[config.mk]
export PLATFORM = sky130hd
export DESIGN_NAME = idf_cmp_unit
export DESIGN_NICKNAME = d
export VERILOG_FILES = /design/src/hw/rtl/idf_pkg.sv /design/src/hw/rtl/idf_cmp_unit.sv
export SDC_FILE = /design/constraint.sdc
export NUM_CORES = 1
export LEC_CHECK = 0
export ABC_AREA = 0
export BUFFER_PORTS_ARGS = -buffer_cell sky130_fd_sc_hd__clkbuf_2
export CAP_MARGIN = 20
export CORE_UTILIZATION = 24
export DETAILED_ROUTE_END_ITERATION = 8
export PLACE_DENSITY = 0.83
export SLEW_MARGIN = 20
export SYNTH_ARGS = -nofsm -noshare
export SYNTH_HDL_FRONTEND = slang
export SYNTH_SLANG_ARGS = --single-unit
export TNS_END_PERCENT = 5
[constraint.sdc]
create_clock -name vclk -period 0.8
set_input_delay 0.04 -clock vclk [all_inputs]
set_output_delay 0.04 -clock vclk [all_outputs]
set_load 0.03 [all_outputs]
[src/hw/rtl/idf_pkg.sv]
package idf_pkg;

    // Configuration register indexes.
    localparam int unsigned CFG_INDEX_W = 2;
    localparam logic [CFG_INDEX_W-1:0] REG_FILTER_ENABLE = 2'd0;
    localparam logic [CFG_INDEX_W-1:0] REG_TCP_ENABLE    = 2'd1;
    localparam logic [CFG_INDEX_W-1:0] REG_APP_UID       = 2'd2;

    // Field widths.
    localparam int unsigned ADDR_W  = 32;
    localparam int unsigned IDENT_W = 16;
    localparam int unsigned UID_W   = 32;
    localparam int unsigned CFG_W   = 32;
    localparam int unsigned IN_W    = ADDR_W + IDENT_W + UID_W;
    localparam int unsigned OUT_W   = 8;

    // Request to the shared compare unit.
    typedef struct packed {
        logic [ADDR_W-1:0] key;
        logic [ADDR_W-1:0] data;
        logic              wide;
    } cmp_req_t;

endpackage

[src/hw/rtl/idf_cmp_unit.sv]
// Shared equality unit: compares a full address, or only the low
// identification bits when a ring entry is checked.
module idf_cmp_unit (
    input  idf_pkg::cmp_req_t req,
    output logic              hit
);

    logic [idf_pkg::ADDR_W-1:0] mask;

    // Narrow compares look at the identification bits only.
    assign mask = req.wide ? {idf_pkg::ADDR_W{1'b1}}
                           : {{(idf_pkg::ADDR_W-idf_pkg::IDENT_W){1'b0}},
                              {idf_pkg::IDENT_W{1'b1}}};
    assign hit  = ((req.key ^ req.data) & mask) == '0;

endmodule

# After elaboration in Yosys (flattened, before gate mapping)
# Cells that the tools add are included.
# totals
out_inout_bits,1
inputBits,65
ff_bits,0
elab_cells,4
# classes
n_reduce_logical,1
bitwise,2
n_mux,1
# ops
cell,count
32-bit bitwise AND,1
32-bit zero test,1
32-bit 2-to-1 mux,1
32-bit XOR,1

# Depth between registers and ports, before layout
# logic_depth
depth_word,3
depth_mapped,4
ltp_nobuf,4

# Worst setup path after synthesis
# No wires, ideal clock.
# synth_path
path_type,in2out
startpoint,in req[26] (netlist bit)
endpoint,out hit
n_path_buf,0
t_arrival_ns,1.068
path_slack_ns,-0.308
stages,4
cell_sequence,xor2_1 nor4_1 nand4_1 a21oi_1
# synth_between
elab_chain_cells,3
# synth_rtl
item,line,text
start: declaration,idf_cmp_unit.sv:4,"input idf_pkg::cmp_req_t req,"
32-bit XOR,idf_cmp_unit.sv:14,assign hit = ((req.key ^ req.data) & mask) == '0;
32-bit bitwise AND,idf_cmp_unit.sv:14,
32-bit zero test,idf_cmp_unit.sv:14,
end: declaration,idf_cmp_unit.sv:5,output logic hit
# Every way passes these cells.

# Worst setup path after layout
# layout_path
startpoint,in req[22] (netlist bit)
endpoint,out hit
# Same word-level chain as after synthesis.

==> impl_metrics.json <==
{
  "outcome": "complete, but fails checks",
  "violations": "setup timing",
  "power_uw": 318,
  "syn-num-nets": 108,
  "wl_per_cell_um": 9.23,
  "vias": 551,
  "die_w_um": 40.1,
  "die_y_um": 40.1,
  "postCtsSetupRepairBufs": 0,
  "mostFrequentLayoutCells": "clkbuf_2 (65), xor2_1 (32), nor4_1 (6)",
  "ioPinCount": 66,
  "drt_wl_total_um": 1150,
  "stdcell_count": 124,
  "worst-path-max-fanout": 1,
  "cts_hold_buffers": 0,
  "cp-end-kind": "primary output",
  "grt_antenna_before_repair": 0,
  "irDropWorstVdd_mv": 0.214,
  "syn2layout_area_growth_pct": 110,
  "synth_area_leaders": "xor2_1 (81%), nor4_1 (14%), nand4_1 (3.6%), a21oi_1 (1.4%)",
  "vias_per_cell": 4.44,
  "grt_pass1_vias": 463,
  "num_antenna_cells": 0,
  "track_usage_pct": 13.8,
  "start_kind": "input pin",
  "drt-initial-drc-count": 0,
  "synth_area_per_cell_um2": 8.09,
  "yosysWarnings": 0,
  "critPathArrivalTime_ns": 1.07,
  "critPathKind": "in2out",
  "required_ns": 0.76,
  "ant_nets": 0,
  "yosysSeqAreaShare_pct": 0,
  "grt_max_degree": 2,
  "timing.final.crit_share_pct": 139,
  "io_buffer_count": 66,
  "grt_pass1_wl_um": 1550,
  "first_pass_iters": 1,
  "nets": 176,
  "p_per_area_nw_per_um2": 435,
  "maxSlewHeadroom_pct": 81.9,
  "drive_gt1_share_pct": 63.3,
  "p_leak_uw": 0.000421,
  "fmax_mhz": 899,
  "setup_viol": 1,
  "seq_cell_count": 0,
  "ff_latch_area_um2": 0,
  "grt-ovfl-total": 0,
  "holdWs_ns": 0.381,
  "grt_setup_unrepaired": "yes",
  "report.final.slew_viol_count": 0,
  "core_area_um2": 1320,
  "syn_area_um2": 348,
  "worst_pin_slew_ns": 0.269,
  "finalWorstSetupSlack_ns": -0.312,
  "place_congestion": 0.714,
  "yosysUniqueCellTypes": 4,
  "final_common_cell": "clkbuf_2",
  "dieArea_um2": 1610,
  "synth_top_cell_by_area": "xor2_1",
  "hpwl_um": 1090,
  "hold_viol_final": 0,
  "place_inst": 124,
  "start_util_pct": 26.4,
  "period_needed_ns": 1.11,
  "synth_top_cell_area_share_pct": 80.6,
  "holdPathStages": 3,
  "netlist_instances": 43,
  "drc": 0,
  "clkbuf_count": 0,
  "core.rowCount": 13,
  "cap_violations": 0,
  "hold_path_class": "in2out"
}
what timing repair did:
action	CTS	global route
endpoints found under the setup margin	1	1
gates resized for setup	4	1
pin swaps	2	2
final timing paths:
check,startpoint,to,slack (ns)
min,req[0],hit,0.38
max,req[22],hit,-0.31
layout make-up:
class | instances | area, µm²
fill | 137 | 587
multi-input combinational | 43 | 372
tap | 15 | 18.8
timing repair buffer | 66 | 340
logic make-up after synthesis:
family | after synthesis | synth area share (%)
and+or+nand+nor | 10 | 18.0
xor gates and xnor gates | 32 | 80.6
AOI/OAI and AO/OA | 1 | 1.44
stage by stage:
| step | utilization (%) | setup WS, ns | TNS [ns] | area (µm²) |
|---|---|---|---|---|
| after floorplan | - | -0.104 | -0.104 | 359 |
| after global placement | 53.8 | -0.416 | -0.416 | 708 |
| after detailed placement | 53.8 | -0.436 | -0.436 | 708 |
| after CTS | 55.4 | -0.360 | -0.360 | 729 |
| after global routing | 55.5 | -0.386 | -0.386 | 731 |
| final | 55.5 | -0.312 | -0.312 | 731 |
worst max-delay path, stage by stage:
cell and delay (ns):
clkbuf_2 0.09, xor2_1 0.15, nor4_1 0.30, nand4_1 0.19, a21oi_4 0.17, buf_8 0.13
power breakdown:
group / total (µW) / switching, µW / internal (µW)
clock: 0 / 0 / 0
sequential: 0 / 0 / 0
combinational: 318 / 130 / 188
total: 318 / 130 / 188
cell usage after synthesis, drive strengths merged:
library cell   n
nand4          2
xor2          32
nor4           8
a21oi          1
layer usage:
layer	part of all wire, %	track usage [%]	vias up	wire, µm
li1	-	-	282	-
met1	30	11.0	226	340
met2	59	35.1	43	673
met3	11	0	0	131
met4	0	0	0	0
met5	0	0	-	0
Note: power is estimated with default switching activity, not from simulation.
